**config.mk**
```make
export PLATFORM = sky130hd
export DESIGN_NAME = hall_sensor_qualifier
export DESIGN_NICKNAME = d
export VERILOG_FILES = /design/src/rtl/hsq_pkg.sv /design/src/rtl/hsq_csr.sv /design/src/rtl/hsq_core.sv /design/src/rtl/hall_sensor_qualifier.sv
export SDC_FILE = /design/constraint.sdc
export NUM_CORES = 1
export LEC_CHECK = 0
export ABC_AREA = 1
export ABC_CLOCK_PERIOD_IN_PS = 10750
export BUFFER_PORTS_ARGS = -buffer_cell sky130_fd_sc_hd__buf_2
export CORE_MARGIN = 2
export CORE_UTILIZATION = 35
export DETAILED_ROUTE_END_ITERATION = 6
export PLACE_DENSITY = 0.49
export SKIP_LAST_GASP = 1
export SYNTH_ARGS = -nofsm -noshare
export SYNTH_HDL_FRONTEND = slang
export SYNTH_SLANG_ARGS = --single-unit
```
**constraint.sdc**
```tcl
create_clock -name clock -period 10.75 [get_ports clock]
set_clock_uncertainty 0.1 [all_clocks]
set_input_delay 2.6875 -clock clock [delete_from_list [all_inputs] [get_ports clock]]
set_output_delay 2.6875 -clock clock [all_outputs]
set_load 0.01 [all_outputs]
```
**src/rtl/hsq_pkg.sv**
```systemverilog
// ----------------------------------------------------------------------------
// hsq_pkg
// Shared widths, register indexes, reset values and status bit positions
// for the hall sensor qualifier.
// ----------------------------------------------------------------------------
`default_nettype none

package hsq_pkg;

   localparam int SAMPLE_BITS_DEFAULT = 10;
   localparam int COUNT_BITS_DEFAULT  = 16;

   localparam int THRESH_BITS    = 10;
   localparam int TICKS_BITS     = 16;
   localparam int ALPHA_BITS     = 16;
   localparam int EVENT_BITS     = 8;
   localparam int STATUS_BITS    = 3;
   localparam int CSR_INDEX_BITS = 3;
   localparam int CSR_DATA_BITS  = 16;

   localparam logic [CSR_INDEX_BITS-1:0] CSR_LOW_THRESHOLD  = 3'd0;
   localparam logic [CSR_INDEX_BITS-1:0] CSR_HIGH_THRESHOLD = 3'd1;
   localparam logic [CSR_INDEX_BITS-1:0] CSR_OPEN_LOAD      = 3'd2;
   localparam logic [CSR_INDEX_BITS-1:0] CSR_SHORT          = 3'd3;
   localparam logic [CSR_INDEX_BITS-1:0] CSR_DEBOUNCE_TICKS = 3'd4;
   localparam logic [CSR_INDEX_BITS-1:0] CSR_INVERT         = 3'd5;
   localparam logic [CSR_INDEX_BITS-1:0] CSR_FILTER_ALPHA   = 3'd6;

   localparam logic [THRESH_BITS-1:0] LOW_THRESHOLD_RESET  = 10'd300;
   localparam logic [THRESH_BITS-1:0] HIGH_THRESHOLD_RESET = 10'd400;
   localparam logic [THRESH_BITS-1:0] OPEN_LOAD_RESET      = 10'd600;
   localparam logic [THRESH_BITS-1:0] SHORT_RESET          = 10'd100;
   localparam logic [TICKS_BITS-1:0]  DEBOUNCE_RESET       = 16'd100;
   localparam logic                   INVERT_RESET         = 1'b1;
   localparam logic [ALPHA_BITS-1:0]  ALPHA_RESET          = 16'd1966;

   localparam int ST_ACTIVE = 0;
   localparam int ST_READY  = 1;
   localparam int ST_ERROR  = 2;

   typedef struct packed {
      logic [THRESH_BITS-1:0] low_threshold;
      logic [THRESH_BITS-1:0] high_threshold;
      logic [THRESH_BITS-1:0] open_load_limit;
      logic [THRESH_BITS-1:0] short_limit;
      logic [TICKS_BITS-1:0]  debounce_ticks;
      logic                   invert_output;
      logic [ALPHA_BITS-1:0]  filter_alpha;
   } cfg_type;

endpackage

`default_nettype wire

```
**src/rtl/hsq_csr.sv**
```systemverilog
// ----------------------------------------------------------------------------
// hsq_csr
// Configuration register file, written one register per beat.
// ----------------------------------------------------------------------------
`default_nettype none

module hsq_csr (
   input  logic                                clock,
   input  logic                                reset,
   input  logic                                csr_valid,
   output logic                                csr_ready,
   input  logic [hsq_pkg::CSR_INDEX_BITS-1:0]  csr_index,
   input  logic [hsq_pkg::CSR_DATA_BITS-1:0]   csr_data,
   output hsq_pkg::cfg_type                    cfg
);
   import hsq_pkg::*;

   cfg_type cfg_ff;

   assign csr_ready = 1'b1;
   assign cfg       = cfg_ff;

   always_ff @(posedge clock) begin
      if (reset) begin
         cfg_ff.low_threshold   <= LOW_THRESHOLD_RESET;
         cfg_ff.high_threshold  <= HIGH_THRESHOLD_RESET;
         cfg_ff.open_load_limit <= OPEN_LOAD_RESET;
         cfg_ff.short_limit     <= SHORT_RESET;
         cfg_ff.debounce_ticks  <= DEBOUNCE_RESET;
         cfg_ff.invert_output   <= INVERT_RESET;
         cfg_ff.filter_alpha    <= ALPHA_RESET;
      end else if (csr_valid && csr_ready) begin
         case (csr_index)
            CSR_LOW_THRESHOLD:  cfg_ff.low_threshold   <= csr_data[THRESH_BITS-1:0];
            CSR_HIGH_THRESHOLD: cfg_ff.high_threshold  <= csr_data[THRESH_BITS-1:0];
            CSR_OPEN_LOAD:      cfg_ff.open_load_limit <= csr_data[THRESH_BITS-1:0];
            CSR_SHORT:          cfg_ff.short_limit     <= csr_data[THRESH_BITS-1:0];
            CSR_DEBOUNCE_TICKS: cfg_ff.debounce_ticks  <= csr_data[TICKS_BITS-1:0];
            CSR_INVERT:         cfg_ff.invert_output   <= csr_data[0];
            CSR_FILTER_ALPHA:   cfg_ff.filter_alpha    <= csr_data[ALPHA_BITS-1:0];
            default: ;
         endcase
      end
   end

endmodule

`default_nettype wire

```
**src/rtl/hsq_core.sv**
```systemverilog
// ----------------------------------------------------------------------------
// hsq_core
// Sensor state: low-pass filter, window check, hysteresis debounce and
// event counter. Next state is presented every cycle, taken on advance.
// ----------------------------------------------------------------------------
`default_nettype none

module hsq_core #(
   parameter int SAMPLE_BITS = hsq_pkg::SAMPLE_BITS_DEFAULT,
   parameter int COUNT_BITS  = hsq_pkg::COUNT_BITS_DEFAULT
) (
   input  logic                              clock,
   input  logic                              reset,
   input  logic                              advance,
   input  logic [SAMPLE_BITS-1:0]            sample,
   input  hsq_pkg::cfg_type                  cfg,
   output logic [hsq_pkg::STATUS_BITS-1:0]   res_status,
   output logic                              res_event,
   output logic [hsq_pkg::EVENT_BITS-1:0]    res_count,
   output logic [SAMPLE_BITS-1:0]            res_filtered,
   output logic [COUNT_BITS-1:0]             res_down,
   output logic [COUNT_BITS-1:0]             res_up
);
   import hsq_pkg::*;

   localparam int CMP_BITS = (SAMPLE_BITS > THRESH_BITS) ? SAMPLE_BITS : THRESH_BITS;
   localparam int ACC_BITS = SAMPLE_BITS + ALPHA_BITS + 2;

   logic                   started_ff, started_in;
   logic [STATUS_BITS-1:0] status_ff, status_in;
   logic [SAMPLE_BITS-1:0] filter_ff, filter_in;
   logic [COUNT_BITS-1:0]  fall_ff, fall_in;
   logic [COUNT_BITS-1:0]  rise_ff, rise_in;
   logic [EVENT_BITS-1:0]  events_ff, events_in;

   logic [ALPHA_BITS:0]    keep_weight;
   logic [ACC_BITS-1:0]    acc;
   logic [SAMPLE_BITS-1:0] filter_new;
   logic [CMP_BITS-1:0]    smp_ext, filt_ext;
   logic [COUNT_BITS-1:0]  reload;
   logic [STATUS_BITS-1:0] nx;
   logic                   was_on;
   logic                   event_hit;

   // q16 low-pass, two independent products
   assign keep_weight = (ALPHA_BITS+1)'(1 << ALPHA_BITS) - (ALPHA_BITS+1)'(cfg.filter_alpha);
   assign acc = ACC_BITS'(filter_ff) * ACC_BITS'(keep_weight)
              + ACC_BITS'(sample) * ACC_BITS'(cfg.filter_alpha);
   assign filter_new = acc[ALPHA_BITS +: SAMPLE_BITS];

   assign smp_ext  = CMP_BITS'(sample);
   assign filt_ext = CMP_BITS'(filter_new);
   assign reload   = cfg.debounce_ticks[COUNT_BITS-1:0];

   always_comb begin
      started_in = started_ff;
      status_in  = status_ff;
      filter_in  = filter_ff;
      fall_in    = fall_ff;
      rise_in    = rise_ff;
      events_in  = events_ff;
      event_hit  = 1'b0;
      nx         = status_ff;
      was_on     = 1'b0;
      if (!started_ff) begin
         started_in = 1'b1;
         filter_in  = sample;
         status_in  = '0;
         status_in[ST_ACTIVE] = (smp_ext > CMP_BITS'(cfg.high_threshold)) ^ cfg.invert_output;
         fall_in    = reload;
         rise_in    = reload;
      end else begin
         filter_in = filter_new;
         if (filt_ext > CMP_BITS'(cfg.open_load_limit) ||
             filt_ext < CMP_BITS'(cfg.short_limit)) begin
            status_in[ST_ERROR] = 1'b1;
            fall_in = reload;
            rise_in = reload;
         end else begin
            nx[ST_ERROR] = 1'b0;
            nx[ST_READY] = 1'b1;
            was_on = nx[ST_ACTIVE] ^ cfg.invert_output;
            if (was_on && smp_ext < CMP_BITS'(cfg.low_threshold)) begin
               if (fall_ff == '0) begin
                  nx[ST_ACTIVE] = cfg.invert_output;
               end else begin
                  fall_in = fall_ff - COUNT_BITS'(1);
               end
            end else if (!was_on && smp_ext > CMP_BITS'(cfg.high_threshold)) begin
               if (rise_ff == '0) begin
                  nx[ST_ACTIVE] = ~cfg.invert_output;
               end else begin
                  rise_in = rise_ff - COUNT_BITS'(1);
               end
            end else begin
               fall_in = reload;
               rise_in = reload;
            end
            if (nx[ST_ACTIVE] != status_ff[ST_ACTIVE]) begin
               event_hit = 1'b1;
               events_in = events_ff + EVENT_BITS'(1);
            end
            status_in = nx;
         end
      end
   end

   always_ff @(posedge clock) begin
      if (reset) begin
         started_ff <= 1'b0;
         status_ff  <= '0;
         filter_ff  <= '0;
         fall_ff    <= '0;
         rise_ff    <= '0;
         events_ff  <= '0;
      end else if (advance) begin
         started_ff <= started_in;
         status_ff  <= status_in;
         filter_ff  <= filter_in;
         fall_ff    <= fall_in;
         rise_ff    <= rise_in;
         events_ff  <= events_in;
      end
   end

   assign res_status   = status_in;
   assign res_event    = event_hit;
   assign res_count    = events_in;
   assign res_filtered = filter_in;
   assign res_down     = fall_in;
   assign res_up       = rise_in;

endmodule

`default_nettype wire

```
**src/rtl/hall_sensor_qualifier.sv**
```systemverilog
// ----------------------------------------------------------------------------
// hall_sensor_qualifier
// Analog hall switch qualifier: low-pass filter, open/short window check,
// hysteresis with debounce counters and an event counter.
//
//   channel  dir  handshake          payload
//   req      in   valid / stall      sample
//   rsp      out  valid / stall      status_bits, event_res, event_count,
//                                    filtered_level, down_remaining, up_remaining
//   csr      in   valid / ready      index, data
//
// one beat per cycle in and out while rsp_stall is low; a sample is
// registered in the input register on entry, and its result is
// registered in the result register, with rsp_valid, once the output is open
// the filter multiply and debounce update are combinational
// reset clears the valid flags and the core state and loads the register
// defaults; csr_ready is always high
// a stalled result holds; one more sample is held in the input register
// before req_stall rises
// ----------------------------------------------------------------------------
`default_nettype none

module hall_sensor_qualifier #(
   parameter int SAMPLE_BITS = hsq_pkg::SAMPLE_BITS_DEFAULT,
   parameter int COUNT_BITS  = hsq_pkg::COUNT_BITS_DEFAULT
) (
   input  logic                               clock,
   input  logic                               reset,
   input  logic                               req_valid,
   output logic                               req_stall,
   input  logic [SAMPLE_BITS-1:0]             req_sample,
   output logic                               rsp_valid,
   input  logic                               rsp_stall,
   output logic [hsq_pkg::STATUS_BITS-1:0]    rsp_status_bits,
   output logic                               rsp_event_res,
   output logic [hsq_pkg::EVENT_BITS-1:0]     rsp_event_count,
   output logic [SAMPLE_BITS-1:0]             rsp_filtered_level,
   output logic [COUNT_BITS-1:0]              rsp_down_remaining,
   output logic [COUNT_BITS-1:0]              rsp_up_remaining,
   input  logic                               csr_valid,
   output logic                               csr_ready,
   input  logic [hsq_pkg::CSR_INDEX_BITS-1:0] csr_index,
   input  logic [hsq_pkg::CSR_DATA_BITS-1:0]  csr_data
);
   import hsq_pkg::*;

   cfg_type cfg;

   logic                   s1_valid_ff;
   logic [SAMPLE_BITS-1:0] s1_sample_ff;
   logic                   out_open;
   logic                   advance;

   logic                   rsp_valid_ff;
   logic [STATUS_BITS-1:0] rsp_status_ff;
   logic                   rsp_event_ff;
   logic [EVENT_BITS-1:0]  rsp_count_ff;
   logic [SAMPLE_BITS-1:0] rsp_filtered_ff;
   logic [COUNT_BITS-1:0]  rsp_down_ff;
   logic [COUNT_BITS-1:0]  rsp_up_ff;

   logic [STATUS_BITS-1:0] res_status;
   logic                   res_event;
   logic [EVENT_BITS-1:0]  res_count;
   logic [SAMPLE_BITS-1:0] res_filtered;
   logic [COUNT_BITS-1:0]  res_down;
   logic [COUNT_BITS-1:0]  res_up;

   hsq_csr u_csr (
      .clock     (clock),
      .reset     (reset),
      .csr_valid (csr_valid),
      .csr_ready (csr_ready),
      .csr_index (csr_index),
      .csr_data  (csr_data),
      .cfg       (cfg)
   );

   hsq_core #(
      .SAMPLE_BITS (SAMPLE_BITS),
      .COUNT_BITS  (COUNT_BITS)
   ) u_core (
      .clock        (clock),
      .reset        (reset),
      .advance      (advance),
      .sample       (s1_sample_ff),
      .cfg          (cfg),
      .res_status   (res_status),
      .res_event    (res_event),
      .res_count    (res_count),
      .res_filtered (res_filtered),
      .res_down     (res_down),
      .res_up       (res_up)
   );

   assign out_open  = !rsp_valid_ff || !rsp_stall;
   assign advance   = s1_valid_ff && out_open;
   assign req_stall = s1_valid_ff && !out_open;

   // input register
   always_ff @(posedge clock) begin
      if (reset) begin
         s1_valid_ff <= 1'b0;
      end else if (!req_stall) begin
         s1_valid_ff <= req_valid;
      end
   end

   always_ff @(posedge clock) begin
      if (req_valid && !req_stall) begin
         s1_sample_ff <= req_sample;
      end
   end

   // result register
   always_ff @(posedge clock) begin
      if (reset) begin
         rsp_valid_ff <= 1'b0;
      end else if (out_open) begin
         rsp_valid_ff <= s1_valid_ff;
      end
   end

   always_ff @(posedge clock) begin
      if (advance) begin
         rsp_status_ff   <= res_status;
         rsp_event_ff    <= res_event;
         rsp_count_ff    <= res_count;
         rsp_filtered_ff <= res_filtered;
         rsp_down_ff     <= res_down;
         rsp_up_ff       <= res_up;
      end
   end

   assign rsp_valid          = rsp_valid_ff;
   assign rsp_status_bits    = rsp_status_ff;
   assign rsp_event_res      = rsp_event_ff;
   assign rsp_event_count    = rsp_count_ff;
   assign rsp_filtered_level = rsp_filtered_ff;
   assign rsp_down_remaining = rsp_down_ff;
   assign rsp_up_remaining   = rsp_up_ff;

   // error beat reloads both counters to the same value
   a_error_reload: assert property (@(posedge clock) disable iff (reset)
      rsp_valid_ff && rsp_status_ff[ST_ERROR] |-> rsp_down_ff == rsp_up_ff)
      else $error("counters differ on an error beat");

   // no event on an error beat
   a_no_event_on_error: assert property (@(posedge clock) disable iff (reset)
      rsp_valid_ff && rsp_event_ff |-> !rsp_status_ff[ST_ERROR])
      else $error("event flagged with external error");

   // an accepted sample lands in the input register
   a_accept_lands: assert property (@(posedge clock) disable iff (reset)
      req_valid && !req_stall |=> s1_valid_ff)
      else $error("accepted sample lost");

   // a waiting result with a held sample keeps the sample
   a_hold_s1: assert property (@(posedge clock) disable iff (reset)
      s1_valid_ff && rsp_valid_ff && rsp_stall |=> s1_valid_ff && $stable(s1_sample_ff))
      else $error("held sample changed under stall");

endmodule

`default_nettype wire

```
### After elaboration in Yosys (flattened, before gate mapping)

Index checks and enable logic that the tools add are counted.

| word-level totals | value |
|---|---|
| flip-flop bits (word level) | 192 |
| input port bits | 34 |
| output and inout port bits | 57 |
| logic and storage cells | 91 |

| cells by class | value |
|---|---|
| add/sub/neg operators | 5 |
| $mul | 2 |
| magnitude comparators | 4 |
| equal/unequal tests | 7 |
| muxes and demuxes | 24 |
| bitwise operators | 4 |
| reduce and logical (&&, ||, !) cells | 23 |

Operators with widths:

| cell | count |
|---|---|
| $mux 16 | 10 |
| $logic_not 16->1 | 2 |
| $sub 16x1->16 const B | 2 |
| $add 26x26->26 | 1 |
| $mul 10x16->26 | 1 |
| $mul 10x17->26 | 1 |
| $mux 8 | 3 |
| $gt 10x10->1 | 2 |
| $lt 10x10->1 | 2 |
| $sub 17x16->17 const A | 1 |
| $reduce_and 2->1 | 7 |
| $mux 10 | 1 |
| $eq 3x3->1 const B | 3 |
| $add 8x1->8 const B | 1 |
| $mux 1 | 8 |
| $eq 3x2->1 const B | 2 |
| $logic_and 1x1->1 | 5 |
| $logic_not 1->1 | 5 |
| $eq 3x1->1 const B | 1 |
| $logic_not 3->1 | 1 |
| $mux 3 | 1 |
| $logic_or 1x1->1 | 2 |
| $mux 2 | 1 |
| $not 1->1 | 2 |
| 3 further kinds | 4 |

### Logic depth before layout (Yosys ltp)

| depth | value |
|---|---|
| depth after elaboration | 11 |
| gate-level depth with buffers | 51 |
| depth with buffers taken out | 51 |

### Hierarchy

A second synthesis with hierarchy kept.

| unflattened totals | value |
|---|---|
| cells, all modules | 2829 |
| area, all modules | 21134.0 µm² |

Modules (own cells, without submodules):

| module | times used | cells an instance | area an instance (µm²) | sequential area each (µm²) |
|---|---|---|---|---|
| hsq_core | 1 | 2351 | 16253.1 | 1061.0 |
| hsq_csr | 1 | 402 | 2867.8 | 1461.4 |
| hall_sensor_qualifier | 1 | 76 | 2013.2 | 1961.9 |

### Worst setup path after synthesis

OpenSTA, ideal clock, no wires.

| timing path | value |
|---|---|
| path type | register -> register |
| from | reg u_csr.cfg_ff, in the netlist u_csr.cfg[0] |
| to | reg u_core.rise_ff[15] |
| setup time | 112 ps |
| data arrival time | 8626 ps |
| required time | 10538 ps |
| setup slack | 1912 ps |
| stages on the path, launching flop included | 49 |
| path buffers | 1 |
| period minus slack after synthesis | 8838 ps |
| path through | dfxtp_1 nor3_1 nand2_1 nor2_1 nand4_1 nor2_1 inv_2 or2_1 nor2_2 xor2_2 nand2_1 fa_1 inv_1 fa_1 inv_1 fa_1 fa_1 inv_1 (+13 left out) nand2_1 nand2_1 nand2_1 nand2_1 nand2_1 inv_1 ha_1 a21oi_1 nor2_1 a2111oi_1 nand2_1 nand2_2 nor2_8 buf_6 o21ai_1 nand3_1 nand2_1 inv_1 |

| between the ends | value |
|---|---|
| longest elaborated chain between the ends | 7 |
| elaborated cells on any way between the ends | 9 |
| those cells by class | 2 x add/sub; 2 x mul; 2 x order compare; 2 x mux; 1 x reduce/logical |

RTL lines:

| element | line | RTL |
|---|---|---|
| start: declaration | hsq_csr.sv:18 | `cfg_type cfg_ff;` |
| $sub 17x16->17 | hsq_core.sv:46 | `assign keep_weight = (ALPHA_BITS+1)'(1 << ALPHA_BITS) - (ALPHA_BITS+1)'(cfg.filter_alpha);` |
| $mul 10x17->26 | hsq_core.sv:47 | `assign acc = ACC_BITS'(filter_ff) * ACC_BITS'(keep_weight)` |
| $add 26x26->26 * | hsq_core.sv:48 | `+ ACC_BITS'(sample) * ACC_BITS'(cfg.filter_alpha);` |
| $gt 10x10->1 / $lt 10x10->1 (equally long branches) | hsq_core.sv:74, hsq_core.sv:75 |  |
| $logic_or 1x1->1 * | hsq_core.sv:74 | `if (filt_ext > CMP_BITS'(cfg.open_load_limit) \|\|` |
| $mux 16 * | hsq_core.sv:74 |  |
| $mux 16 * | hsq_core.sv:65 | `if (!started_ff) begin` |
| end signal: assignment | hsq_core.sv:121 | `rise_ff <= rise_in;` |
| end: declaration | hsq_core.sv:33 | `logic [COUNT_BITS-1:0] rise_ff, rise_in;` |

Mark *: on every way between the ends. The rest lies on a longest branch, timed or not.
A chain may end at the register's enable or synchronous reset.

### Worst setup path in the final report

| timing path | value |
|---|---|
| from | reg u_csr.cfg_ff, in the netlist u_csr.cfg[2] |
| to | reg rsp_count_ff[1] (netlist: rsp_event_count[1]) (data pin) |

| between the ends | value |
|---|---|
| longest elaborated chain between the ends | 7 |
| elaborated cells on any way between the ends | 9 |
| those cells by class | 2 x add/sub; 2 x mul; 2 x order compare; 2 x mux; 1 x reduce/logical |

RTL lines:

| element | line | RTL |
|---|---|---|
| $sub 17x16->17 | hsq_core.sv:46 |  |
| $mul 10x17->26 | hsq_core.sv:47 |  |
| $add 26x26->26 * | hsq_core.sv:48 |  |
| $gt 10x10->1 / $lt 10x10->1 (equally long branches) | hsq_core.sv:74, hsq_core.sv:75 |  |
| $logic_or 1x1->1 * | hsq_core.sv:74 |  |
| $mux 8 * | hsq_core.sv:74 |  |
| $mux 8 * | hsq_core.sv:65 |  |
| via res_count[1] | hall_sensor_qualifier.sv:64 | `logic [EVENT_BITS-1:0] res_count;` |
| end signal: assignment | hall_sensor_qualifier.sv:128 | `rsp_count_ff <= res_count;` |
| end: declaration | hall_sensor_qualifier.sv:57 | `logic [EVENT_BITS-1:0] rsp_count_ff;` |

Mark *: on every way through the listed nets, which the timed path passes. The rest lies on a longest branch.

==> results.txt <==
status - finished, violations left
failing checks - design-rule violations
top-area cell type share of the netlist area - 26.5%
hold buffer count at cts - 0
FF-to-FF End - rsp_event_count[1]
DR vias - 16800
core area - 0.0578 mm2
CP endpoint - rsp_event_count[1]
vias per cell - 4.85
IO buf count - 89
xor and xnor area share after synthesis - 1.57%
post-synthesis instance area - 0.0205 mm2
DRT Pass-1 Iters - 7
clk sinks - 192
antenna violations before repair - 0
R2R setup slack - 0.79 ns
Compound-Gate Fraction of Synth Area - 8.61%
grt ovf - 0
clock-pin slew of the registers on the worst-case setup and hold paths - 0.08 ns
max_cap viols - 0
die area - 0.0606 mm2
Synthesized Nets - 3100
Gate Count Post-Synth - 2654
post-synthesis mux area share - 0%
number of global-route vias before repair - 17800
number of buffers created by CTS - 17
Design Area, Final - 0.0223 mm2
Clk Latency, worst-skew pair - 0.50 ns
Worst path most repeated cell - nand2_1
detailed placer's ending HPWL - 50.4 mm
DRT antenna net count - 0
Slew Limit Fails - 0
layout cells sized above 1 - 7.24%
critical path type - reg2reg
Chip Width - 246 um
Clock Tree Buf Depth - 2
first-pass GRT wire length - 101 mm
Post-synth top flop - dfxtp_1
Worst Setup End Kind - flip-flop
Simple-Gate Fraction of Synth Area - 19.4%
warnings from Yosys - 0
clock root cell - clkbuf_16
drt initial violations - 1103
dominant cells by area after synthesis - fa_1 27%, dfxtp_1 12%, inv_1 11%
Final Setup Violations - 0
Max-slew headroom - 28.6%
io pins - 91
count leader, synth - inv_1
RSZ-0062 raised after global routing - no
Initial Util - 35.5%
Max Fanout on Critical Path - 36
beginning of the critical path - u_csr.cfg[2]
wire per inst - 18.5 um
Async SR Flop Fraction - 0%
adder-cell share of the synthesized area - 35.1%
Final Cycle Share - 92.6%
drt total wl - 64.1 mm
CTS tree - yes
largest family of logic cells by synthesized area - adder cells
worst r2r path cells - 43
layout net count - 3127
f_max - 100 MHz
maximum vdd drop - 302 uV
worst min path class - reg2reg
Total GRT Usage - 22.2%
cell taking the most area after synthesis - fa_1
CTS resizes - 0
worst stage delay on the critical path - 0.56 ns
number of distinct library cells after synthesis - 48
min Tclk post-route - 9.96 ns
Power Density - 334 mW/mm2
# rows - 88
FILL cells - 6047
WP data arrival - 10.11 ns
r2r startpoint - u_csr.cfg[2]
synthesis-stage register bit count - 192
placed inst area - 0.0217 mm2
crit path launch type - flip-flop
Setup TNS Final - 0 ns
# Post-CTS Setup Buffers - 0
Seq/Total Area, Yosys - 21.9%
Hold Fails Final Rpt - 0
Post-synth EDFFs - 64
DRC viols - 1
Die Height - 246 um
Layout area overhead - 8.50%
slowest cell on the critical path - fa_1
Slew @ Worst Pin - 1.07 ns
synth cell count leaders - 609 x inv_1, 583 x nand2_1, 272 x fa_1, 229 x nor2_1, 140 x ha_1
Static Leak - 11.8 nW
hold_ws - 0.367 ns
htree depth - 4
syn_area_per_cell - 7.73 um2
CP required - 10.90 ns
global placer's final weighted congestion - 0.883
largest net degree at the start of global routing - 65
antenna cells - 0
[cell type report]
type	count	area, um2	share of cell area [%]
Multi-Input combinational cell	1739	13300	59.7
Sequential cell	192	4480	20.1
Inverter	620	2330	10.5
Tap cell	765	957	4.30
Timing Repair Buffer	111	611	2.74
Clock buffer	20	468	2.10
Clock inverter	12	121	0.545
[worst max-delay path, delay by kind of cell (launching register included)]
kind	cells	cell delay (ns)
XOR/XNOR	2	0.64
flip-flops	1	0.50
buffers and inverters	6	0.30
AO/OA/AOI/OAI	3	0.34
AND/OR/NAND/NOR	23	3.60
adder cells (fa/ha/maj)	9	4.21
[registers in the layout, indices dropped and copies added, names as in the netlist, 8 cells and up]
name	cells
u_csr.cfg	73
rsp_up_remaining	16
rsp_filtered_level	10
u_core.fall_ff	16
rsp_event_count	8
u_core.filter_ff	10
u_core.rise_ff	16
rsp_down_remaining	16
s1_sample_ff	10
u_core.events_ff	8
[worst min path at each step]
stage | endpoint | slack (ns) | depth (start not counted) | start
after CTS | u_csr.cfg[72] | 0.37 | 2 | u_csr.cfg[72]
after detailed placement | u_csr.cfg[59] | 0.35 | 2 | u_csr.cfg[59]
final | u_csr.cfg[59] | 0.37 | 2 | u_csr.cfg[59]
after floorplan | u_csr.cfg[34] | 0.34 | 2 | u_csr.cfg[34]
after global placement | u_csr.cfg[62] | 0.35 | 2 | u_csr.cfg[62]
after global routing | u_csr.cfg[59] | 0.38 | 2 | u_csr.cfg[59]
[kinds of logic after synthesis]
family	after synthesis
other cells	1
buf+inv	723
simple gates	970
compound gates	320
fa+ha+maj	412
xor+xnor	36
flops	192
[per-stage QoR]
step	cells	setup WS, ns	util, %	power [mW]
finish	3459	0.794	38.5	7.44
global route	3459	0.00650	38.5	8.38
CTS	3459	0.627	38.5	7.49
detailed placement	3427	0.700	37.5	6.76
global placement	3427	0.877	37.5	6.74
floorplan	2654	1.91	-	4.84
[cells in the final DEF (no fill, tap or decap), types with 3 or more instances in the layout]
cell       instances
a21o_1             6
a21oi_1          133
a22oi_1            6
a31oi_1            9
buf_2             89
buf_4             22
clkbuf_16         18
clkinv_1           3
dfxtp_1          128
edfxtp_1          64
fa_1             272
ha_1             140
inv_1            607
inv_2             10
inv_6              4
nand2_1          583
nand2_2           23
nand2_4            9
nand3_1           73
nand4_1           19
nor2_1           228
nor3_1            18
nor4_1             4
o211ai_1          23
o21ai_0           92
o21ai_1           31
o21bai_1           4
o31ai_1            5
or2_1              4
or2_2              3
xnor2_1            6
xor2_1            29
[power breakdown]
part	internal (mW)	switching, mW
clock	0.345	0.333
combinational	2.09	3.75
sequential	0.842	0.0799
total	3.27	4.16
[per-layer routing]
layer | track usage [%] | wire, um | vias to the layer above
met5 | 0 | 0 | -
met3 | 3.24 | 2380 | 124
met1 | 26.8 | 27100 | 8208
met4 | 8.98 | 2390 | 0
li1 | - | - | 8078
met2 | 39.2 | 32200 | 359
Note: power is estimated with default switching activity, not from simulation.
